### config.mk
export PLATFORM = sky130hd
export DESIGN_NAME = fpa_back
export DESIGN_NICKNAME = d
export VERILOG_FILES = /design/src/fpa_pkg.sv /design/src/fpa_back.sv
export SDC_FILE = /design/constraint.sdc
export NUM_CORES = 1
export LEC_CHECK = 0
export ABC_AREA = 1
export BUFFER_PORTS_ARGS = -buffer_cell sky130_fd_sc_hd__buf_2
export CAP_MARGIN = 20
export CELL_PAD_IN_SITES_DETAIL_PLACEMENT = 0
export CELL_PAD_IN_SITES_GLOBAL_PLACEMENT = 1
export CORE_AREA = 2 2 171 131
export CTS_BUF_LIST = sky130_fd_sc_hd__clkbuf_16
export DETAILED_ROUTE_END_ITERATION = 10
export DIE_AREA = 0 0 173 133
export PLACE_DENSITY = 0.94
export SLEW_MARGIN = 20
export SYNTH_ARGS = -nofsm -noshare
export SYNTH_HDL_FRONTEND = slang
export SYNTH_SLANG_ARGS = --single-unit
### constraint.sdc
create_clock -name i_clk -period 13.75 [get_ports i_clk]
set_input_delay 0.6875 -clock i_clk [delete_from_list [all_inputs] [get_ports i_clk]]
set_output_delay 0.6875 -clock i_clk [all_outputs]
set_load 0.005 [all_outputs]
### src/fpa_pkg.sv
`timescale 1ns / 1ps
// ----------------------------------------------------------------------------
// fpa_pkg
// Opcodes, status codes and shared control types of the fixed-point ALU.
// ----------------------------------------------------------------------------
package fpa_pkg;

    typedef enum logic [3:0] {
        CMD_ADD = 4'd0, CMD_SUB = 4'd1, CMD_MUL = 4'd2, CMD_DIV = 4'd3,
        CMD_GT  = 4'd4, CMD_LT  = 4'd5, CMD_GE  = 4'd6, CMD_LE  = 4'd7,
        CMD_NE  = 4'd8, CMD_EQ  = 4'd9, CMD_MIN = 4'd10, CMD_MAX = 4'd11,
        CMD_INC = 4'd12, CMD_DEC = 4'd13, CMD_TO_INT = 4'd14, CMD_FROM_INT = 4'd15
    } t_cmd;

    typedef enum logic [1:0] {
        ST_OK  = 2'd0,
        ST_SAT = 2'd1,
        ST_DIV0 = 2'd2
    } t_status;

    // how the back end finishes an item
    typedef enum logic [1:0] {
        K_DONE = 2'd0,
        K_MUL  = 2'd1,
        K_DIV  = 2'd2
    } t_kind;

    typedef struct packed {
        logic        valid;
        t_kind       kind;
        logic        neg;
        logic [31:0] result;
        logic        flag;
        t_status     status;
    } t_ctl;

    localparam logic [31:0] SAT_MAX = 32'h7fff_ffff;
    localparam logic [31:0] SAT_MIN = 32'h8000_0000;

endpackage

### src/fpa_back.sv
`timescale 1ns / 1ps
// ----------------------------------------------------------------------------
// fpa_back
// Rounding, sign and saturation for mul/div; output register.
// ----------------------------------------------------------------------------
module fpa_back #(
    parameter int FRAC_BITS = 8,
    parameter int DW = 32 + FRAC_BITS
) (
    input  logic          i_clk,
    input  logic          i_rst_n,
    input  logic          i_en,
    input  fpa_pkg::t_ctl i_ctl,
    input  logic [63:0]   i_prod,
    input  logic [DW-1:0] i_dq,
    input  logic [31:0]   i_rem,
    input  logic [31:0]   i_div,
    output logic          o_valid,
    output logic [31:0]   o_result,
    output logic          o_flag,
    output logic [1:0]    o_status
);

    localparam logic [63:0] HALF = 64'd1 << (FRAC_BITS - 1);

    logic           r_valid;
    logic [31:0]    r_result, n_result;
    logic           r_flag;
    fpa_pkg::t_status r_status, n_status;
    logic [63:0]    mag, lim;
    logic           rnd;

    always_comb begin
        rnd = {i_rem, 1'b0} >= {1'b0, i_div};
        if (i_ctl.kind == fpa_pkg::K_MUL) mag = (i_prod + HALF) >> FRAC_BITS;
        else                              mag = 64'(i_dq) + 64'(rnd);
        lim = i_ctl.neg ? 64'h8000_0000 : 64'h7fff_ffff;

        n_result = i_ctl.result;
        n_status = i_ctl.status;
        if (i_ctl.kind != fpa_pkg::K_DONE) begin
            if (mag > lim) begin
                n_result = i_ctl.neg ? fpa_pkg::SAT_MIN : fpa_pkg::SAT_MAX;
                n_status = fpa_pkg::ST_SAT;
            end else begin
                n_result = i_ctl.neg ? 32'(-mag[31:0]) : mag[31:0];
            end
        end
    end

    always_ff @(posedge i_clk) begin
        if (!i_rst_n) begin
            r_valid <= 1'b0;
        end else if (i_en) begin
            r_valid <= i_ctl.valid;
        end
    end

    always_ff @(posedge i_clk) begin
        if (i_en) begin
            r_result <= n_result;
            r_flag   <= i_ctl.flag;
            r_status <= n_status;
        end
    end

    assign o_valid  = r_valid;
    assign o_result = r_result;
    assign o_flag   = r_flag;
    assign o_status = r_status;

endmodule

==> results.yml <==
run_status:
  outcome: "finished clean"
critical_path:
  cp-startpoint: "i_div[30]"
  crit_top_cell: "nand2_1"
  cp.required_ns: 13.78
  ff2ff_setup_slack_ns: 13.07
  arrival_ns: 7.00
  cp-start-kind: "primary input"
  critPathMaxFanout: 29
  worstReg2RegEnd: "o_valid$_SDFFE_PN0P_"
  cp_slowest_cell: "a21oi_4"
  endpoint: "o_result[21]$_DFFE_PP_"
  regToRegStartpoint: "o_valid$_SDFFE_PN0P_"
  critPathTopFamily: "simple AND/OR/NAND/NOR gates"
  path_buf_inv: 6
  rr_worst_depth: 2
  path_depth: 34
  end_kind: "flip-flop"
  critical_path_class: "in -> reg"
  crit_path_max_incr_delay_ns: 0.74
synth:
  async_flop_share_pct: 0
  ys_types: 47
  avgSynthCellArea_um2: 5.47
  synth_top_area_cell: "nand2_1"
  ys_ff_latch: 36
  synth.area.top_cells: "nand2_1, edfxtp_1, ha_1"
  synthFlopType: "edfxtp_1"
  synthesis.nets: 1734
  synth_top_area_share_pct: 25.2
  synth_edf_count: 35
  yosys_warnings: 0
  synth_cells: 1457
  syn_area_mm2: 0.00797
  synth-seq-area-share_pct: 13.4
floorplan:
  die_y_um: 133
  initial_core_util_pct: 37.0
  die_area_mm2: 0.0230
  num_rows: 47
  io_pins: 246
  die_w_um: 173
  core_area_mm2: 0.0215
global_routing:
  grt_pass1_wl_mm: 46.1
  grt_max_degree: 61
  grt_usage_pct: 25.1
  antenna_found_initial: 4
  overflow: 0
  grt_pass1_vias: 9039
worst_hold_path:
  hold_path_class: "reg -> reg"
timing:
  tns_ns: 0
  rsz0062_at_grt: "false"
  tightest_slew_ns: 0.935
  post-route-period-util_pct: 50.7
  slew_viol_final: 0
  setup_viol: 0
  period_needed_ns: 6.97
  final-hold-violation-count: 0
  hold_slack_ns: 0.558
  slew_headroom_pct: 37.3
  max_freq_ghz: 0.143
  finClkSkew_ns: 0
clocking:
  clkTransAtPathRegs_ns: 0.06
  h-tree-depth: 2
  post_cts_buffers: 0
  clk_latency_ns: 0.28
  cts.sinks: 36
  root_buffer: "clkbuf_16"
  cts_buffers: 5
  cts_tree: "yes"
  cts_resized: 0
  ctsHoldBuffers: 0
  clock_path_buffers: 2
layout:
  nFillCells: 2389
  fin_nets: 1962
  fin_util_pct: 44.6
  drive_gt1_share_pct: 18.0
  areaGrowthSynthToFinish_pct: 20.5
  final_cells: 1982
job:
  maxCapViolCount: 0
detailed_routing:
  drc: 0
  routed_via_density: 5.04
  drt_pre_antenna_iters: 5
  ant_nets: 0
  wire_per_inst_um: 14.8
  drt_iter0_drc: 920
  routed_wl_mm: 29.4
  vias: 9987
placement:
  io_buffers: 238
  dp.cells: 1972
  place.gp.congestion: 0.981
  dp_hpwl_mm: 25.4
power_and_ir_drop:
  powerDensity_mw_per_mm2: 49.2
  p_leak_nw: 5.01
  ir_worst_vdd_v: 0.0000556
==> metal layers <==
metal | up-vias | wire length (um) | share of wire [%] | global-route usage, %
li1 | 5142 | - | - | -
met1 | 4440 | 13300 | 45 | 33.9
met2 | 383 | 13000 | 44 | 41.5
met3 | 18 | 2820 | 9.6 | 6.64
met4 | 4 | 233 | 0.79 | 2.35
met5 | - | 21 | 0.071 | 0
==> stage by stage <==
stage | setup slack [ns] | power (mW) | instance area [um^2]
final | 6.78 | 0.472 | 9600
after global routing | 6.14 | 0.507 | 9600
after CTS | 6.73 | 0.473 | 9600
after detailed placement | 6.45 | 0.344 | 9430
after global placement | 6.62 | 0.339 | 9430
after floorplan | 8.60 | 0.258 | 7970
==> cells by family (layout without fill, tap and decap cells) <==
logic type | count (synthesis) | count (layout) | synth area share (%)
AO/OA/AOI/OAI | 112 | 112 | 8.32
other | 0 | 2 | 0
XOR/XNOR | 26 | 26 | 2.86
buffers and inverters | 214 | 443 | 10.6
AND/OR/NAND/NOR | 1002 | 1002 | 54.2
adder cells (fa/ha/maj) | 67 | 67 | 10.5
flip-flops | 36 | 36 | 13.4
==> synthesized netlist by cell type, types with 2 or more instances <==
library cell    n
o21a_1          3
nand2_1       536
clkinv_1        2
a21oi_2        10
nand2_4         3
and2_1          5
inv_2           2
edfxtp_1       35
nor2_4          9
xor2_1         26
inv_1         190
nor2_2         16
nand3_1       134
o21ai_0        29
nor4_1          2
buf_4           3
clkbuf_1        6
nor3_1          9
o21bai_1        8
ha_1           67
nand4_1        47
o21ai_1         2
buf_2           8
nand2_2         5
or2_2           5
nor2_1        211
nand3b_1       15
a21oi_1        50
==> sequential cells by signal, indices dropped and copies added (netlist names) <==
name	cells
o_flag	1
o_status	2
o_valid	1
o_result	32
==> power breakdown <==
group	switching [mW]	leakage, nW	internal, mW
Sequential	0.00216	0.352	0.132
Clock	0.0438	0.0850	0.0845
Combinational	0.129	4.57	0.0797
==> cells in the final DEF (no fill, tap or decap), drive strengths merged, types with 10 or more instances in the layout <==
| master | netlist | routed |
|---|---|---|
| nand3 | 135 | 135 |
| nor2 | 237 | 237 |
| inv | 192 | 193 |
| o21ai | 32 | 32 |
| edfxtp | 35 | 35 |
| ha | 67 | 67 |
| nor3 | 10 | 10 |
| buf | 14 | 241 |
| nand4 | 47 | 47 |
| a21oi | 61 | 61 |
| nand2 | 544 | 544 |
| nand3b | 15 | 15 |
| xor2 | 26 | 26 |
==> worst min-delay path by stage <==
stage                         startpoint              endpoint  cells past startpoint
floorplan           o_valid$_SDFFE_PN0P_  o_valid$_SDFFE_PN0P_                      2
global placement    o_valid$_SDFFE_PN0P_  o_valid$_SDFFE_PN0P_                      2
detailed placement  o_valid$_SDFFE_PN0P_  o_valid$_SDFFE_PN0P_                      2
CTS                 o_valid$_SDFFE_PN0P_  o_valid$_SDFFE_PN0P_                      2
global route        o_valid$_SDFFE_PN0P_  o_valid$_SDFFE_PN0P_                      2
finish              o_valid$_SDFFE_PN0P_  o_valid$_SDFFE_PN0P_                      2
==> layout make-up <==
class / count / area, um^2 / area share (%)
clock inverter: 3 / 38.8 / 0.404
antenna: 2 / 5.00 / 0.0521
sequential: 36 / 1070 / 11.2
inverter: 194 / 728 / 7.58
clock buffer: 5 / 125 / 1.30
tap: 294 / 368 / 3.83
timing repair buffer: 241 / 1210 / 12.6
multi-input combinational: 1207 / 6050 / 63.0
==> tightest hold or removal path, cell delays in order, from the launching register on <==
cell     delay (ns)
dfxtp_1        0.31
o21ai_0        0.16
a21oi_1        0.05
No activity file was read; power rests on OpenSTA's default activity.
