==> src/fpa_pkg.sv <==
`timescale 1ns / 1ps
// ----------------------------------------------------------------------------
// fpa_pkg
// Opcodes, status codes and shared control types of the fixed-point ALU.
// ----------------------------------------------------------------------------
package fpa_pkg;

    typedef enum logic [3:0] {
        CMD_ADD = 4'd0, CMD_SUB = 4'd1, CMD_MUL = 4'd2, CMD_DIV = 4'd3,
        CMD_GT  = 4'd4, CMD_LT  = 4'd5, CMD_GE  = 4'd6, CMD_LE  = 4'd7,
        CMD_NE  = 4'd8, CMD_EQ  = 4'd9, CMD_MIN = 4'd10, CMD_MAX = 4'd11,
        CMD_INC = 4'd12, CMD_DEC = 4'd13, CMD_TO_INT = 4'd14, CMD_FROM_INT = 4'd15
    } t_cmd;

    typedef enum logic [1:0] {
        ST_OK  = 2'd0,
        ST_SAT = 2'd1,
        ST_DIV0 = 2'd2
    } t_status;

    // how the back end finishes an item
    typedef enum logic [1:0] {
        K_DONE = 2'd0,
        K_MUL  = 2'd1,
        K_DIV  = 2'd2
    } t_kind;

    typedef struct packed {
        logic        valid;
        t_kind       kind;
        logic        neg;
        logic [31:0] result;
        logic        flag;
        t_status     status;
    } t_ctl;

    localparam logic [31:0] SAT_MAX = 32'h7fff_ffff;
    localparam logic [31:0] SAT_MIN = 32'h8000_0000;

endpackage

==> src/fpa_front.sv <==
`timescale 1ns / 1ps
// ----------------------------------------------------------------------------
// fpa_front
// Decode stage: add/sub, compare, min/max and conversion ops, multiplier, divider chain setup.
// ----------------------------------------------------------------------------
module fpa_front #(
    parameter int FRAC_BITS = 8,
    parameter int DW = 32 + FRAC_BITS
) (
    input  logic                 i_clk,
    input  logic                 i_rst_n,
    input  logic                 i_en,
    input  logic                 i_valid,
    input  logic [3:0]           i_cmd,
    input  logic [31:0]          i_a,
    input  logic [31:0]          i_b,
    output fpa_pkg::t_ctl        o_ctl,
    output logic [63:0]          o_prod,
    output logic [DW-1:0]        o_dq,
    output logic [31:0]          o_rem,
    output logic [31:0]          o_div
);

    fpa_pkg::t_ctl r_ctl, n_ctl;
    logic [63:0]   r_prod;
    logic [DW-1:0] r_dq;
    logic [31:0]   r_rem, r_div;

    logic [31:0] ua, ub;
    logic [32:0] sum, dif, incv, decv;
    logic [63:0] fi;
    logic        lt, eq;

    always_comb begin
        ua   = i_a[31] ? 32'(-i_a) : i_a;
        ub   = i_b[31] ? 32'(-i_b) : i_b;
        sum  = {i_a[31], i_a} + {i_b[31], i_b};
        dif  = {i_a[31], i_a} - {i_b[31], i_b};
        incv = {i_a[31], i_a} + 33'd1;
        decv = {i_a[31], i_a} - 33'd1;
        fi   = {{32{i_a[31]}}, i_a} << FRAC_BITS;
        lt   = $signed(i_a) < $signed(i_b);
        eq   = i_a == i_b;

        n_ctl        = '0;
        n_ctl.valid  = i_valid;
        n_ctl.kind   = fpa_pkg::K_DONE;
        n_ctl.neg    = i_a[31] ^ i_b[31];
        n_ctl.status = fpa_pkg::ST_OK;
        unique case (fpa_pkg::t_cmd'(i_cmd))
            fpa_pkg::CMD_ADD, fpa_pkg::CMD_INC: begin
                if (i_cmd == fpa_pkg::CMD_ADD) begin
                    n_ctl.result = sum[31:0];
                    if (sum[32] != sum[31]) begin
                        n_ctl.result = sum[32] ? fpa_pkg::SAT_MIN : fpa_pkg::SAT_MAX;
                        n_ctl.status = fpa_pkg::ST_SAT;
                    end
                end else begin
                    n_ctl.result = incv[31:0];
                    if (incv[32] != incv[31]) begin
                        n_ctl.result = fpa_pkg::SAT_MAX;
                        n_ctl.status = fpa_pkg::ST_SAT;
                    end
                end
            end
            fpa_pkg::CMD_SUB, fpa_pkg::CMD_DEC: begin
                if (i_cmd == fpa_pkg::CMD_SUB) begin
                    n_ctl.result = dif[31:0];
                    if (dif[32] != dif[31]) begin
                        n_ctl.result = dif[32] ? fpa_pkg::SAT_MIN : fpa_pkg::SAT_MAX;
                        n_ctl.status = fpa_pkg::ST_SAT;
                    end
                end else begin
                    n_ctl.result = decv[31:0];
                    if (decv[32] != decv[31]) begin
                        n_ctl.result = fpa_pkg::SAT_MIN;
                        n_ctl.status = fpa_pkg::ST_SAT;
                    end
                end
            end
            fpa_pkg::CMD_MUL: n_ctl.kind = fpa_pkg::K_MUL;
            fpa_pkg::CMD_DIV: begin
                if (ub == 32'd0) n_ctl.status = fpa_pkg::ST_DIV0;
                else             n_ctl.kind   = fpa_pkg::K_DIV;
            end
            fpa_pkg::CMD_GT:  n_ctl.flag = !lt && !eq;
            fpa_pkg::CMD_LT:  n_ctl.flag = lt;
            fpa_pkg::CMD_GE:  n_ctl.flag = !lt;
            fpa_pkg::CMD_LE:  n_ctl.flag = lt || eq;
            fpa_pkg::CMD_NE:  n_ctl.flag = !eq;
            fpa_pkg::CMD_EQ:  n_ctl.flag = eq;
            fpa_pkg::CMD_MIN: n_ctl.result = lt ? i_a : i_b;
            fpa_pkg::CMD_MAX: n_ctl.result = (lt || eq) ? i_b : i_a;
            fpa_pkg::CMD_TO_INT: n_ctl.result = 32'($signed(i_a) >>> FRAC_BITS);
            fpa_pkg::CMD_FROM_INT: begin
                n_ctl.result = fi[31:0];
                // overflow when the bits above the sign are not all sign copies
                if (fi[63:31] != {33{fi[63]}}) begin
                    n_ctl.result = fi[63] ? fpa_pkg::SAT_MIN : fpa_pkg::SAT_MAX;
                    n_ctl.status = fpa_pkg::ST_SAT;
                end
            end
            default: n_ctl.result = '0;
        endcase
    end

    always_ff @(posedge i_clk) begin
        if (!i_rst_n) begin
            r_ctl <= '0;
        end else if (i_en) begin
            r_ctl <= n_ctl;
        end
    end

    always_ff @(posedge i_clk) begin
        if (i_en) begin
            r_prod       <= 64'(ua) * 64'(ub);
            r_dq         <= {ua, {FRAC_BITS{1'b0}}};
            r_rem        <= '0;
            r_div        <= ub;
        end
    end

    assign o_ctl  = r_ctl;
    assign o_prod = r_prod;
    assign o_dq   = r_dq;
    assign o_rem  = r_rem;
    assign o_div  = r_div;

endmodule

==> config.mk <==
export PLATFORM = sky130hd
export DESIGN_NAME = fpa_front
export DESIGN_NICKNAME = d
export VERILOG_FILES = /design/src/fpa_pkg.sv /design/src/fpa_front.sv
export SDC_FILE = /design/constraint.sdc
export NUM_CORES = 2
export LEC_CHECK = 0
export ABC_AREA = 1
export ABC_CLOCK_PERIOD_IN_PS = 18100
export CAP_MARGIN = 20
export CELL_PAD_IN_SITES_DETAIL_PLACEMENT = 1
export CELL_PAD_IN_SITES_GLOBAL_PLACEMENT = 1
export CORE_AREA = 2 2 457 369
export DETAILED_ROUTE_END_ITERATION = 8
export DIE_AREA = 0 0 459 371
export DONT_BUFFER_PORTS = 1
export GPL_TIMING_DRIVEN = 0
export PLACE_DENSITY = 0.63
export SYNTH_ARGS = -nofsm -noshare
export SYNTH_HDL_FRONTEND = slang
export SYNTH_SLANG_ARGS = --single-unit
==> constraint.sdc <==
create_clock -name i_clk -period 18.1 [get_ports i_clk]
set_input_delay 3.62 -clock i_clk [delete_from_list [all_inputs] [get_ports i_clk]]
set_output_delay 3.62 -clock i_clk [all_outputs]
set_load 0.005 [all_outputs]
==> metrics.txt <==
Syn Area/Cell=7.41 µm²; gr ovfl total=0; worst path arrival time=16.24 ns; gpl congestion=1.01; critical path fanouts, max=11; Slew Limit Headroom=15.7%; Setup Viol. Count Final=0; core region area=166000 µm²; FFs w/ async S/R, synth=0%; die area=170000 µm²; CTS max path bufs=2; critical path data required time=18.43 ns; Critical Path Sink Type=flop; Clock Skew=0 ns; worst slack, placed=2.32 ns; Final nets=8063; CTS tree=yes; wire per inst=29.6 µm; ys flop type=edfxtp_1; CP startpoint kind=input port; HPWL Detailed=230000 µm; unrepaired setup endpoints after global routing=no; TritonCTS buffer count=17; top cells by area, synth=fa_1, nand2_1, inv_1, ha_1, edfxtp_1; reg2reg start=o_ctl[28]; FF-to-FF setup slack=17.34 ns; fin. max-slew vios=0; Yosys Warn Count=0; CP max stage delay=0.92 ns; worst r2r path cells=2; Die Y=371 µm; Clock transition at path regs=0.08 ns; gr usage total=31.2%; synth unique cells=60; vias in the first global route=48308; placed cell count=8906; Root Buffer Master=clkbuf_16; FMAX=62.8 MHz; Placement Cell Area=52600 µm²; cell mode on critical path=fa_1; count of hold-fix buffers inserted at cts=0; Maximum Capacitance Violations=0; hold crit path type=reg -> reg; DRT iter0 DRCs=5278; Synth top area share=36.3%; # rows=134; Setup WS post-layout=2.19 ns; post-synthesis to final-layout area growth=7.71%; DR vias=47036; DRC errors left=0; largest net degree at the start of global routing=133; WHS Path Cells=2; # Post-CTS Setup Buffers=0; worst hold start=o_ctl[12]; sequential cell area fraction in the yosys report=9.35%; commonest cells after routing, fill and taps aside=nand2_1, inv_1, nor2_1, fa_1, ha_1; share of layout cells above drive strength 1=4.11%; Routed WL=265000 µm; post-route ant nets=0; first-pass GRT wire length=372000 µm; mapped cell area=49500 µm²; Synth Register Bits=167; Worst-Skew Late Latency=0.57 ns; DR pass1 iterations=5; Ports=279; initial antenna violation count=21; Hold EP=o_ctl[12]; fin crit share=87.9%; top cell type by total area after synthesis=fa_1; Fin. Hold Viols=0; Cells after Synth=6674; most common cell after layout, fill and taps aside=nand2_1; Tmin final=15.91 ns; CTS HTree Levels=4; Finished Cell Area=53300 µm²; CTS Sinks=167; worst-path cell with the longest stage delay=a21oi_1; EDFF count, synth=128; CP Class=in -> reg; initial core utilization=29.9%; outcome=complete, no violations; vias per inst=5.25; Fin Setup TNS=0 ns; Post-Layout Cell Count=8957; worst r2r dst=o_ctl[28]; Tightest Pin Transition=1.26 ns; input/output buffers=0; PostCTS Resize Cnt=0; Chip Width=459 µm
[per-stage QoR]
stage / hold WS (ns) / utilization (%)
2_1_floorplan: 0.462 / -
3_5_place_dp: 0.477 / 31.7
6_report: 0.489 / 32.2
3_3_place_gp: 0.478 / 31.6
4_1_cts: 0.492 / 32.1
5_1_grt: 0.515 / 32.1
[Yosys cell counts, types with 6 or more instances]
master / number
nand2_1: 1469
inv_1: 1404
nor2_1: 921
fa_1: 898
ha_1: 335
nand3_1: 334
a21oi_1: 211
clkbuf_1: 165
o21ai_0: 151
edfxtp_1: 128
xor2_1: 116
buf_2: 83
nand4_1: 50
buf_4: 48
dfxtp_1: 39
nor3_1: 34
xnor2_1: 25
o21bai_1: 23
a31oi_1: 20
buf_1: 20
inv_2: 20
nand2_2: 16
o21a_1: 16
o22ai_1: 15
nand3b_1: 14
clkinv_1: 13
o211ai_1: 10
buf_6: 8
nor4_1: 8
o21ai_1: 8
a21o_1: 6
nand3_2: 6
[worst max path at each step]
stage                      start          to  cells past startpoint
after detailed placement  i_a[0]  o_prod[61]                     33
final                     i_a[0]  o_prod[61]                     34
after CTS                 i_a[0]  o_prod[61]                     33
after global routing      i_a[0]  o_prod[45]                     36
after floorplan           i_a[0]  o_prod[56]                     36
after global placement    i_a[0]  o_prod[56]                     35
[layout make-up]
class / instances / area [µm²]
Buffer: 327 / 1580
Sequential cell: 167 / 4620
Antenna cell: 11 / 27.5
Multi-Input combinational cell: 4781 / 38000
Clock inverter: 13 / 130
Clock buffer: 18 / 429
Fill cell: 20485 / 112000
Tap cell: 2176 / 2720
Timing Repair Buffer: 26 / 354
Inverter: 1438 / 5400
[metal layers]
layer | vias up | track usage [%] | wire length (µm)
met2 | 2139 | 43.6 | 105000
met4 | 10 | 6.02 | 4910
met3 | 219 | 7.69 | 27500
met5 | - | 0 | 72
met1 | 24607 | 48.1 | 127000
li1 | 20061 | - | -
[flip-flops by register name (all words and copies together) (netlist names)]
signal / flops
o_prod: 64
o_ctl: 39
o_div: 32
o_dq: 32
[logic make-up after synthesis]
family	share of synthesized area (%)
buf+inv	14.1
fa+ha+maj	44.8
flops	9.35
simple gates	23.6
other cells	0.00758
compound gates	5.49
xor+xnor	2.60
[worst max-delay path: cells and delay by family]
family / cells / cell delay [ns]
buf+inv: 10 / 2.63
fa+ha+maj: 10 / 4.83
compound gates: 4 / 1.81
xor+xnor: 2 / 0.51
simple gates: 8 / 2.77
Power is left out: the tool's default activity adds up to more than one toggle a clock period on the data nets, which glitch-free logic cannot reach.
