**config.mk**
```make
export PLATFORM = sky130hd
export DESIGN_NAME = fpa_cell
export DESIGN_NICKNAME = d
export VERILOG_FILES = /design/src/fpa_pkg.sv /design/src/fpa_cell.sv
export SDC_FILE = /design/constraint.sdc
export NUM_CORES = 1
export LEC_CHECK = 0
export BUFFER_PORTS_ARGS = -buffer_cell sky130_fd_sc_hd__buf_2
export CORE_AREA = 5 5 157 159
export DETAILED_ROUTE_END_ITERATION = 10
export DIE_AREA = 0 0 162 164
export PLACE_DENSITY = 0.74
export SETUP_SLACK_MARGIN = 0.1
export SYNTH_ARGS = -nofsm -noshare
export SYNTH_HDL_FRONTEND = slang
export SYNTH_SLANG_ARGS = --single-unit
```
**constraint.sdc**
```tcl
create_clock -name i_clk -period 8.23 [get_ports i_clk]
set_clock_uncertainty 0.15 [all_clocks]
set_input_delay 0.823 -clock i_clk [delete_from_list [all_inputs] [get_ports i_clk]]
set_output_delay 0.823 -clock i_clk [all_outputs]
set_load 0.03 [all_outputs]
```
**src/fpa_pkg.sv**
```systemverilog
`timescale 1ns / 1ps
// ----------------------------------------------------------------------------
// fpa_pkg
// Opcodes, status codes and shared control types of the fixed-point ALU.
// ----------------------------------------------------------------------------
package fpa_pkg;

    typedef enum logic [3:0] {
        CMD_ADD = 4'd0, CMD_SUB = 4'd1, CMD_MUL = 4'd2, CMD_DIV = 4'd3,
        CMD_GT  = 4'd4, CMD_LT  = 4'd5, CMD_GE  = 4'd6, CMD_LE  = 4'd7,
        CMD_NE  = 4'd8, CMD_EQ  = 4'd9, CMD_MIN = 4'd10, CMD_MAX = 4'd11,
        CMD_INC = 4'd12, CMD_DEC = 4'd13, CMD_TO_INT = 4'd14, CMD_FROM_INT = 4'd15
    } t_cmd;

    typedef enum logic [1:0] {
        ST_OK  = 2'd0,
        ST_SAT = 2'd1,
        ST_DIV0 = 2'd2
    } t_status;

    // how the back end finishes an item
    typedef enum logic [1:0] {
        K_DONE = 2'd0,
        K_MUL  = 2'd1,
        K_DIV  = 2'd2
    } t_kind;

    typedef struct packed {
        logic        valid;
        t_kind       kind;
        logic        neg;
        logic [31:0] result;
        logic        flag;
        t_status     status;
    } t_ctl;

    localparam logic [31:0] SAT_MAX = 32'h7fff_ffff;
    localparam logic [31:0] SAT_MIN = 32'h8000_0000;

endpackage

```
**src/fpa_cell.sv**
```systemverilog
`timescale 1ns / 1ps
// ----------------------------------------------------------------------------
// fpa_cell
// One restoring-division step: takes one dividend bit, yields one quotient bit.
// ----------------------------------------------------------------------------
module fpa_cell #(
    parameter int DW = 40
) (
    input  logic          i_clk,
    input  logic          i_rst_n,
    input  logic          i_en,
    input  fpa_pkg::t_ctl i_ctl,
    input  logic [63:0]   i_prod,
    input  logic [DW-1:0] i_dq,
    input  logic [31:0]   i_rem,
    input  logic [31:0]   i_div,
    output fpa_pkg::t_ctl o_ctl,
    output logic [63:0]   o_prod,
    output logic [DW-1:0] o_dq,
    output logic [31:0]   o_rem,
    output logic [31:0]   o_div
);

    fpa_pkg::t_ctl r_ctl;
    logic [63:0]   r_prod;
    logic [DW-1:0] r_dq;
    logic [31:0]   r_rem, r_div;
    logic [32:0]   trial, diff;
    logic          ge;

    // dividend bits leave at the top of dq, quotient bits enter at the bottom
    always_comb begin
        trial = {i_rem, i_dq[DW-1]};
        ge    = trial >= {1'b0, i_div};
        diff  = trial - {1'b0, i_div};
    end

    always_ff @(posedge i_clk) begin
        if (!i_rst_n) begin
            r_ctl <= '0;
        end else if (i_en) begin
            r_ctl <= i_ctl;
        end
    end

    always_ff @(posedge i_clk) begin
        if (i_en) begin
            r_prod       <= i_prod;
            r_dq         <= {i_dq[DW-2:0], ge};
            r_rem        <= ge ? diff[31:0] : trial[31:0];
            r_div        <= i_div;
        end
    end

    assign o_ctl  = r_ctl;
    assign o_prod = r_prod;
    assign o_dq   = r_dq;
    assign o_rem  = r_rem;
    assign o_div  = r_div;

endmodule

```
==> results of run 1 <==
## flip-flops by register name (all words and copies together), names as in the netlist
signal	count
o_dq	40
o_div	32
o_prod	64
o_rem	32
o_ctl	39
## cell usage after synthesis (3+ instances only)
| cell type | number | area (um^2) |
|---|---|---|
| and2_1 | 3 | 18.8 |
| o211ai_1 | 5 | 37.5 |
| o211a_1 | 3 | 30.0 |
| nor2b_1 | 43 | 269 |
| o21a_1 | 6 | 45.0 |
| inv_1 | 36 | 135 |
| mux2i_1 | 43 | 430 |
| edfxtp_1 | 168 | 5040 |
| nor3_1 | 4 | 20.0 |
| xnor2_1 | 20 | 175 |
| ha_1 | 32 | 400 |
| buf_1 | 3 | 11.3 |
| clkbuf_1 | 9 | 33.8 |
| xor2_1 | 8 | 70.1 |
| buf_12 | 3 | 60.1 |
| a21oi_1 | 36 | 180 |
| o21ai_1 | 4 | 20.0 |
| nand4_1 | 3 | 18.8 |
| o21ai_0 | 17 | 85.1 |
| a21o_1 | 7 | 52.6 |
| nand2b_1 | 3 | 18.8 |
| nor2_1 | 21 | 78.8 |
| mux2_2 | 3 | 33.8 |
| nand2_1 | 31 | 116 |
| mux2_4 | 27 | 405 |
| and3_1 | 6 | 37.5 |
| nand3_1 | 9 | 45.0 |
| dfxtp_1 | 39 | 781 |
## how the worst max path moves through the flow
| stage | from | endpoint | slack [ns] | cells past startpoint |
|---|---|---|---|---|
| 2_1_floorplan | i_div[26] | o_rem[10] | 4.90 | 11 |
| 3_3_place_gp | i_div[17] | o_rem[31] | 4.28 | 12 |
| 3_5_place_dp | i_div[19] | o_rem[31] | 4.16 | 12 |
| 4_1_cts | i_div[19] | o_rem[31] | 4.71 | 12 |
| 5_1_grt | i_div[17] | o_rem[31] | 4.42 | 12 |
| 6_report | i_div[19] | o_rem[31] | 4.67 | 12 |
## power groups by stage
stage / Clock, mW / Combinational (mW) / Sequential (mW)
floorplan: 0 / 0.207 / 1.48
global placement: 0 / 0.607 / 1.29
detailed placement: 0 / 0.616 / 1.29
CTS: 1.14 / 0.618 / 1.27
global route: 1.19 / 0.651 / 1.27
finish: 1.11 / 0.614 / 1.27
## metal layers
metal	vias to the layer above	GRT usage [%]	routed length, um	part of all wire, %
met5	-	0	69	0.25
met4	12	6.92	902	3.2
met3	61	7.00	2700	9.7
met2	289	35.0	14100	51
met1	3091	21.2	9960	36
li1	3146	-	-	-
## cell type report
class                   instances  area (um^2)  share of cell area (%)
inverters                      36          135                    1.12
diodes                          6         15.0                   0.124
well taps                     290          363                    3.00
clock inverters                12          140                    1.16
multi-input cells             359         2810                    23.2
flip-flops and latches        207         5830                    48.2
clock buffers                  32          694                    5.74
repair buffers                419         2110                    17.5
## kinds of logic (layout without fill, tap and decap cells)
family,count (synthesis),count (layout),share of synthesized area (%)
compound gates,95,95,6.67
flops,207,207,65.5
buf+inv,54,499,2.94
simple gates,130,130,7.61
mux,73,73,9.78
fa+ha+maj,33,33,4.73
xor+xnor,28,28,2.76
other cells,0,6,0
==> metrics.txt, run 1 <==
status completed; post-CTS sizing 0; FF-to-FF path depth 2; Initial Util 38.5%; Num Clock Sinks 207; Final Wtd Congestion 0.892; drt pass-1 iters 5; number of synthesized flops with an enable pin 168; Final setup violation count 0; ys flop type edfxtp_1; family with the most delay on the worst path compound AO/OA/AOI/OAI gates; share of cells above drive strength 1 45.9%; Syn Std Cell Area 8890 um^2; CTS Hold Bufs 0; most common cell after layout, fill and taps aside buf_2; Hold Path Stages 1; number of cell rows 56; Seq/Total Area, Yosys 65.5%; Max-slew headroom 44.9%; pre-CTS WS 4.16 ns; crit end category flop; final slew viol count 0; CP arrival 3.67 ns; Syn Nets 863; leakage power 5.58 nW; die area 26600 um^2; htree depth 1; sw frac 28.2%; die span in x 162 um; final non-filler cell total 1361; PD cells 247 nW/um^2; Worst Path Required 8.34 ns; hold slack 0.335 ns; number of global-route vias before repair 6718; Reg2Reg Launch Point o_ctl[6]; DR iter-0 viols 469; grt total ovfl 0; first-pass GRT wire length 39600 um; die height 164 um; Root Driver clkbuf_16; CTS buffer count 24; Buf/Inv on CP 3; TritonCTS clock tree done; Synth Area per Inst 14.3 um^2; placed cells 1311; worst vdd ir 0.115 mV; Int Power 2.14 mW; fin nets 1290; design area 12100 um^2; Worst Max-Slew Pin Slew 0.826 ns; Post-Route Setup TNS 0 ns; reg2reg setup slack 7.45 ns; drt drc 0; Hold EP o_prod[49]; Total GRT Usage 19.4%; Tot Pwr 2.99 mW; RSZ-0062 raised after global routing no; Final Hold Violating Endpoints 0; fillers 2005; Critical Path, Cell by Cell buf_2 -> inv_1 -> ha_1 -> and3_1 -> and4_1 -> nand3_1 -> a21oi_1 -> o21ai_1 -> nand2_2 -> a31o_2 -> buf_4 -> mux2_2; MaxCap Viol Count 0; hold_sp i_prod[49]; DR vias/cell 4.85; CP Max Fanout 25; Worst Hold Class primary input to flop; pin count of the biggest net entering global routing 94; worst setup margin 4.67 ns; Peak Freq 281 MHz; post-DP HPWL 22000 um; library cells used by synthesis 50; most frequent cells in the layout buf_2, edfxtp_1, nor2b_1, mux2i_1, dfxtp_1; CP startpoint kind primary input; Flop pwr share 42.4%; Detail Route Antenna Nets 0; CTS clk-pin slew, worst paths 0.06 ns; Core Util, Final 52.3%; sw power 0.842 mW; Syn. warnings 0; Clk pwr share 37.1%; Total Wirelength 27800 um; RR Endpoint o_ctl[6]; P&R area growth vs syn 36.0%; num ports 417; DR vias 6599; Port Buf Inserts 416; Worst path slowest cell buf_4; Routed WL per cell 20.4 um; asr flop ratio synth 0%; Cell Area, Placed 11200 um^2; Clock Latency Late Sink 0.50 ns; Yosys reg bits 207; Setup Fix Bufs, Post-CTS 0; minimum clock period 3.56 ns; clk buf depth 3; peak per-stage delay on the critical path 0.50 ns; antenna violations before repair 11; core box area 23100 um^2; synthesized instance count 620; Crit Path Category primary input to flop; Comb power frac 20.6%; crit share post-route 43.2%
(Power assumes the default switching activity.)
==> run 2: changes to the inputs <==
--- a/config.mk
+++ b/config.mk
@@ -5,11 +5,12 @@
 export SDC_FILE = /design/constraint.sdc
 export NUM_CORES = 1
 export LEC_CHECK = 0
+export ABC_AREA = 1
 export BUFFER_PORTS_ARGS = -buffer_cell sky130_fd_sc_hd__buf_2
-export CORE_AREA = 5 5 157 159
+export CORE_AREA = 5 5 158 160
 export DETAILED_ROUTE_END_ITERATION = 10
-export DIE_AREA = 0 0 162 164
-export PLACE_DENSITY = 0.74
+export DIE_AREA = 0 0 163 165
+export PLACE_DENSITY = 0.76
 export SETUP_SLACK_MARGIN = 0.1
 export SYNTH_ARGS = -nofsm -noshare
 export SYNTH_HDL_FRONTEND = slang
==> constraint.sdc (replaced) <==
create_clock -name i_clk -period 3.7 [get_ports i_clk]
set_clock_uncertainty 0.15 [all_clocks]
set_input_delay 0.37 -clock i_clk [delete_from_list [all_inputs] [get_ports i_clk]]
set_output_delay 0.37 -clock i_clk [all_outputs]
set_load 0.03 [all_outputs]
==> metrics.txt, run 2 <==
die area 26900 um^2 (+1.2%); die span in x 163 um (+0.62%); num ports 417 (unchanged); pin count of the biggest net entering global routing 133 (+41%); worst vdd ir 0.321 mV (+180%); Int Power 4.57 mW (+110%); design area 14400 um^2 (+19%); first-pass GRT wire length 55100 um (+39%); Crit Path Category primary input to flop; count leader, synth nand2_1; DR iter-0 viols 857 (+83%); PD cells 461 nW/um^2 (+87%); cell taking the most area after synthesis edfxtp_1; CP Max Fanout 35 (+40%); Seq/Total Area, Yosys 61.0% (-4.6 points); Yosys reg bits 207 (unchanged); minimum clock period 3.29 ns; Port Buf Inserts 416 (unchanged); Worst Hold Class primary input to flop; Worst Max-Slew Pin Slew 1.27 ns (+0.443 ns); antenna violations before repair 10 (-1); drt pass-1 iters 5 (unchanged); post-CTS sizing 0 (unchanged); post-synth top area share 52.8% (-4.0 points); XOR/XNOR Fraction of Synth Area 1.28% (-1.5 points); Final Wtd Congestion 0.934 (+4.7%); Clock Latency Late Sink 0.50 ns (about the same); MaxCap Viol Count 0 (unchanged); multiplexer share of the synthesized area 0% (-9.8 points); Setup Fix Bufs, Post-CTS 0 (unchanged); htree depth 1 (unchanged); Synth Area in Adders 4.40% (-0.33 points); Total GRT Usage 26.9% (+7.5 points); Routed WL per cell 19.7 um (-3.4%); P&R area growth vs syn 51.0%; Num Clock Sinks 207 (unchanged); Commonest cells post-synth nand2_1, edfxtp_1, inv_1; CP startpoint kind primary input; number of cell rows 56 (unchanged); Detail Route Antenna Nets 0 (unchanged); number of global-route vias before repair 9253 (+38%); post-DP HPWL 25600 um (+17%); Cell Area, Placed 11900 um^2 (+6.2%); most common cell after layout, fill and taps aside buf_2; Flop pwr share 42.4% (about the same); RSZ-0062 raised after global routing no; Worst Path Required 3.81 ns (-4.53 ns); DR vias/cell 4.83 (-0.41%); Syn Nets 1230 (+43%); Post-Synth Simple-Gate Area 22.7% (+15 points); DR vias 9281 (+41%); CTS Hold Bufs 174 (+174); core box area 23300 um^2 (+0.61%); CTS buffer count 23 (-4.2%); Post-Route Setup TNS 0 ns (unchanged); library cells used by synthesis 32 (-36%); Max-slew headroom 15.3% (-30 points); Peak Freq 304 MHz; synthesized instance count 987 (+59%); synth top area cells edfxtp_1, nand2_1, dfxtp_1; ys flop type edfxtp_1; number of synthesized flops with an enable pin 168 (unchanged); fin nets 1824 (+41%); die height 165 um (+0.61%); CP arrival 3.39 ns (-0.28 ns); Total Wirelength 37900 um (+36%); Initial Util 41.1% (+2.6 points); sw frac 31.4% (+3.2 points); Root Driver clkbuf_16; largest family of logic cells by synthesized area simple AND/OR/NAND/NOR gates; Final Hold Violating Endpoints 0 (unchanged); Final setup violation count 0 (unchanged); grt total ovfl 0 (unchanged); most frequent cells in the layout buf_2, nand2_1, dlygate4sd3_1, edfxtp_1, inv_1; status completed; drt drc 0 (unchanged); Comb power frac 23.5% (+2.9 points); Syn. warnings 0 (unchanged); crit share post-route 88.9%; TritonCTS clock tree done; CTS clk-pin slew, worst paths 0.07 ns (about the same); clk buf depth 3 (unchanged); share of cells above drive strength 1 30.2% (-16 points); Compound-Gate Fraction of Synth Area 3.46% (-3.2 points); Syn Std Cell Area 9560 um^2 (+7.5%); sw power 2.09 mW (+150%); Clk pwr share 34.1% (-3.0 points); max FFs per register 64 (unchanged); crit end category flop; asr flop ratio synth 0% (unchanged); leakage power 7.10 nW (+27%); final slew viol count 0 (unchanged); Synth Area per Inst 9.68 um^2 (-32%)
run 2: cell count changes in the layout (fill, tap and decap cells not counted), moves of 8 or more:
cell / change
nand2_1: +242
nand3b_1: +8
o21ai_0: +25
nand3_1: +42
inv_1: +113
nand3_2: +17
mux2i_1: -43
nor2_1: +94
dlygate4sd3_1: +174
nor2b_1: -43
a21oi_1: -15
mux2_4: -27
xnor2_1: -19
run 2: layout make-up:
cell class	count	area (um^2)
multi-input cells	608	3040
clock inverters	11	103
inverters	150	563
repair buffers	591	3850
fillers	1896	8830
well taps	319	399
clock buffers	31	637
diodes	5	12.5
flip-flops and latches	207	5830
run 2: through the flow:
step	instances	hold WS, ns	setup WS, ns	power [mW]	utilization (%)
finish	1922	0.0219	0.411	6.66	62.0
global route	1920	0.0241	0.288	6.94	62.0
CTS	1917	0.00481	0.406	6.65	62.0
detailed placement	1701	0.328	0.491	4.25	51.3
global placement	1701	0.322	0.566	4.23	51.3
floorplan	987	0.319	1.57	3.73	-
run 2: logic make-up after synthesis:
kind of cell	after synthesis
simple gates	496
compound gates	65
flops	207
xor+xnor	14
buf+inv	172
fa+ha+maj	33
run 2: routing by layer:
layer / routed length [um] / vias to the layer above / track usage, %
met5: 64 / - / 0
met4: 2230 / 10 / 13.8
met3: 3210 / 126 / 7.39
met2: 18300 / 487 / 46.0
met1: 14100 / 4278 / 31.0
li1: - / 4380 / -
run 2: power groups by stage:
stage | sequential [mW] | clock (mW) | combinational, mW
floorplan | 3.29 | 0 | 0.448
global placement | 2.86 | 0 | 1.37
detailed placement | 2.86 | 0 | 1.39
CTS | 2.82 | 2.29 | 1.55
global route | 2.84 | 2.43 | 1.67
finish | 2.82 | 2.27 | 1.57
run 2: worst paths after layout:
kind | slack (ns) | cells past startpoint | endpoint | startpoint
max | 0.41 | 14 | o_rem[0] | i_div[15]
min | 0.02 | 3 | o_rem[11] | i_rem[10]
max reg2reg | 2.77 | 2 | o_ctl[28] | o_ctl[28]
min reg2reg | 0.34 | 2 | o_ctl[14] | o_ctl[14]
run 2: critical path, stage by stage:
cell           delay [ns]
dlygate4sd3_1        0.58
buf_2                0.15
inv_1                0.06
ha_1                 0.33
nand2_1              0.17
nor2_2               0.09
nand2_1              0.08
nor2_1               0.05
nand2_1              0.08
nand3_2              0.09
nor2_4               0.71
nand2_8              0.32
nand2_1              0.16
o21ai_0              0.10
==> run 3: changes to the inputs <==
--- a/config.mk
+++ b/config.mk
@@ -7,10 +7,13 @@
 export LEC_CHECK = 0
 export ABC_AREA = 1
 export BUFFER_PORTS_ARGS = -buffer_cell sky130_fd_sc_hd__buf_2
-export CORE_AREA = 5 5 158 160
+export CELL_PAD_IN_SITES_DETAIL_PLACEMENT = 0
+export CELL_PAD_IN_SITES_GLOBAL_PLACEMENT = 1
+export CORE_ASPECT_RATIO = 1.4
+export CORE_MARGIN = 5
+export CORE_UTILIZATION = 35
 export DETAILED_ROUTE_END_ITERATION = 10
-export DIE_AREA = 0 0 163 165
-export PLACE_DENSITY = 0.76
+export PLACE_DENSITY = 0.86
 export SETUP_SLACK_MARGIN = 0.1
 export SYNTH_ARGS = -nofsm -noshare
 export SYNTH_HDL_FRONTEND = slang
==> constraint.sdc (replaced) <==
create_clock -name i_clk -period 3.7 [get_ports i_clk]
set_clock_uncertainty 0.15 [all_clocks]
set_input_delay 0.925 -clock i_clk [delete_from_list [all_inputs] [get_ports i_clk]]
set_output_delay 0.925 -clock i_clk [all_outputs]
set_load 0.03 [all_outputs]
==> metrics.txt, run 3 (synthesis results as in run 2) <==
status completed; pin count of the biggest net entering global routing 62 (-53%); Tot Pwr 6.44 mW (-3.3%); core box area 26900 um^2 (+16%); number of global-route vias before repair 8203 (-11%); Core Util, Final 47.6% (-14 points); metal2 WL 17600 um (-3.8%); drt drc 0 (unchanged); Routed WL per cell 19.0 um (-3.5%); hold slack 0.342 ns (+0.320 ns); CP Max Fanout 35 (unchanged); Final Wtd Congestion 0.914 (-2.1%); CTS clk-pin slew, worst paths 0.07 ns (about the same); Root Driver clkbuf_16; DR vias/cell 4.57 (-5.4%); DR vias 8230 (-11%); crit end category flop; max FFs per register 64 (unchanged); minimum clock period 3.28 ns (-0.00628 ns); met3 wire length 3810 um (+18%); die area 30800 um^2 (+14%); Worst Path Required 3.79 ns (-0.02 ns); P&R area growth vs syn 34.1%; Clock Latency Late Sink 0.49 ns (about the same); Crit Path Category primary input to flop; first-pass GRT wire length 48200 um (-13%); share of cells above drive strength 1 34.4% (+4.1 points); die height 206 um (+25%); crit share post-route 88.7% (-0.17 points); Total Wirelength 34300 um (-9.5%); met1 WL 11800 um (-16%); Buf/Inv on CP 2 (-1); htree depth 1 (unchanged); clk buf depth 3 (unchanged); MaxCap Viol Count 0 (unchanged); Port Buf Inserts 416 (unchanged); most common cell after layout, fill and taps aside buf_2; final slew viol count 0 (unchanged); CTS Hold Bufs 0 (-100%); Detail Route Antenna Nets 0 (unchanged); family with the most delay on the worst path simple AND/OR/NAND/NOR gates; Post-Route Setup TNS 0 ns (unchanged); post-CTS sizing 0 (unchanged); CP arrival 3.38 ns (about the same); Total GRT Usage 21.1% (-5.8 points); post-DP HPWL 27600 um (+7.8%); fin nets 1659 (-9.0%); leakage power 6.43 nW (-9.4%); peak per-stage delay on the critical path 0.73 ns (+0.02 ns); Final setup violation count 0 (unchanged); num ports 417 (unchanged); TritonCTS clock tree done; Peak Freq 305 MHz (+0.19%); Worst Max-Slew Pin Slew 0.951 ns (-0.318 ns); DR iter-0 viols 408 (-52%); drt pass-1 iters 5 (unchanged); number of cell rows 71 (+27%); PD cells 503 nW/um^2 (+9.0%); most frequent cells in the layout buf_2, nand2_1, edfxtp_1, inv_1, nor2_1; Worst path slowest cell nor2_4; Final Hold Violating Endpoints 0 (unchanged); Critical Path, Cell by Cell buf_2 -> inv_1 -> ha_1 -> nand2_1 -> nor2_1 -> o21ai_0 -> nand3_2 -> nor2_4 -> nand2_8 -> nand2_1 -> o21ai_0; CP startpoint kind primary input; Num Clock Sinks 207 (unchanged); Initial Util 35.5% (-5.6 points); Worst Hold Class flop to flop; RSZ-0062 raised after global routing no; Max-slew headroom 36.4% (+21 points); Setup Fix Bufs, Post-CTS 0 (unchanged); CTS buffer count 23 (unchanged); antenna violations before repair 22 (+12); DR top layer met5; die span in x 150 um (-8.2%); grt total ovfl 0 (unchanged); worst vdd ir 0.355 mV (+10%)
-- run 3: path summary, 6_finish.rpt --
check,from,to,slack (ns),cells past startpoint
worst min register to register,o_ctl[35],o_ctl[35],0.34,2
worst max-delay path,i_div[28],o_rem[1],0.42,11
worst max register to register,o_ctl[2],o_ctl[2],2.85,2
worst min-delay path,o_ctl[35],o_ctl[35],0.34,2
-- run 3: worst register-to-register path, delay by kind of cell (launching register included) --
kind             cells  cell delay, ns
AND/OR/NAND/NOR      1            0.08
flip-flops           1            0.30
AO/OA/AOI/OAI        1            0.20
-- run 3: area by class of cell --
class	instances	area, um^2
diodes	5	12.5
clock buffers	30	622
clock inverters	11	114
fillers	2616	14100
inverters	150	563
multi-input cells	608	3040
flip-flops and latches	207	5830
well taps	365	457
repair buffers	426	2180
-- run 3: through the flow --
| step | std cells | setup WS [ns] | instance area [um^2] |
|---|---|---|---|
| 3_3_place_gp | 1756 | -0.131 | 12100 |
| 6_report | 1802 | 0.417 | 12800 |
| 3_5_place_dp | 1756 | -0.144 | 12100 |
| 5_1_grt | 1799 | 0.152 | 12800 |
| 2_1_floorplan | 987 | 1.01 | 9560 |
| 4_1_cts | 1797 | 0.383 | 12800 |
-- run 3: per-layer routing --
| layer | up-vias | global-route usage [%] |
|---|---|---|
| li1 | 4052 | - |
| met1 | 3766 | 22.8 |
| met2 | 325 | 38.5 |
| met3 | 73 | 7.49 |
| met4 | 14 | 6.41 |
| met5 | - | 0 |
-- run 3: report_power, final --
group	switching (mW)	internal [mW]	leakage, nW
Sequential	0.0602	2.75	1.97
Clock	0.911	1.33	0.364
Combinational	0.979	0.407	4.10
Total	1.95	4.49	6.43
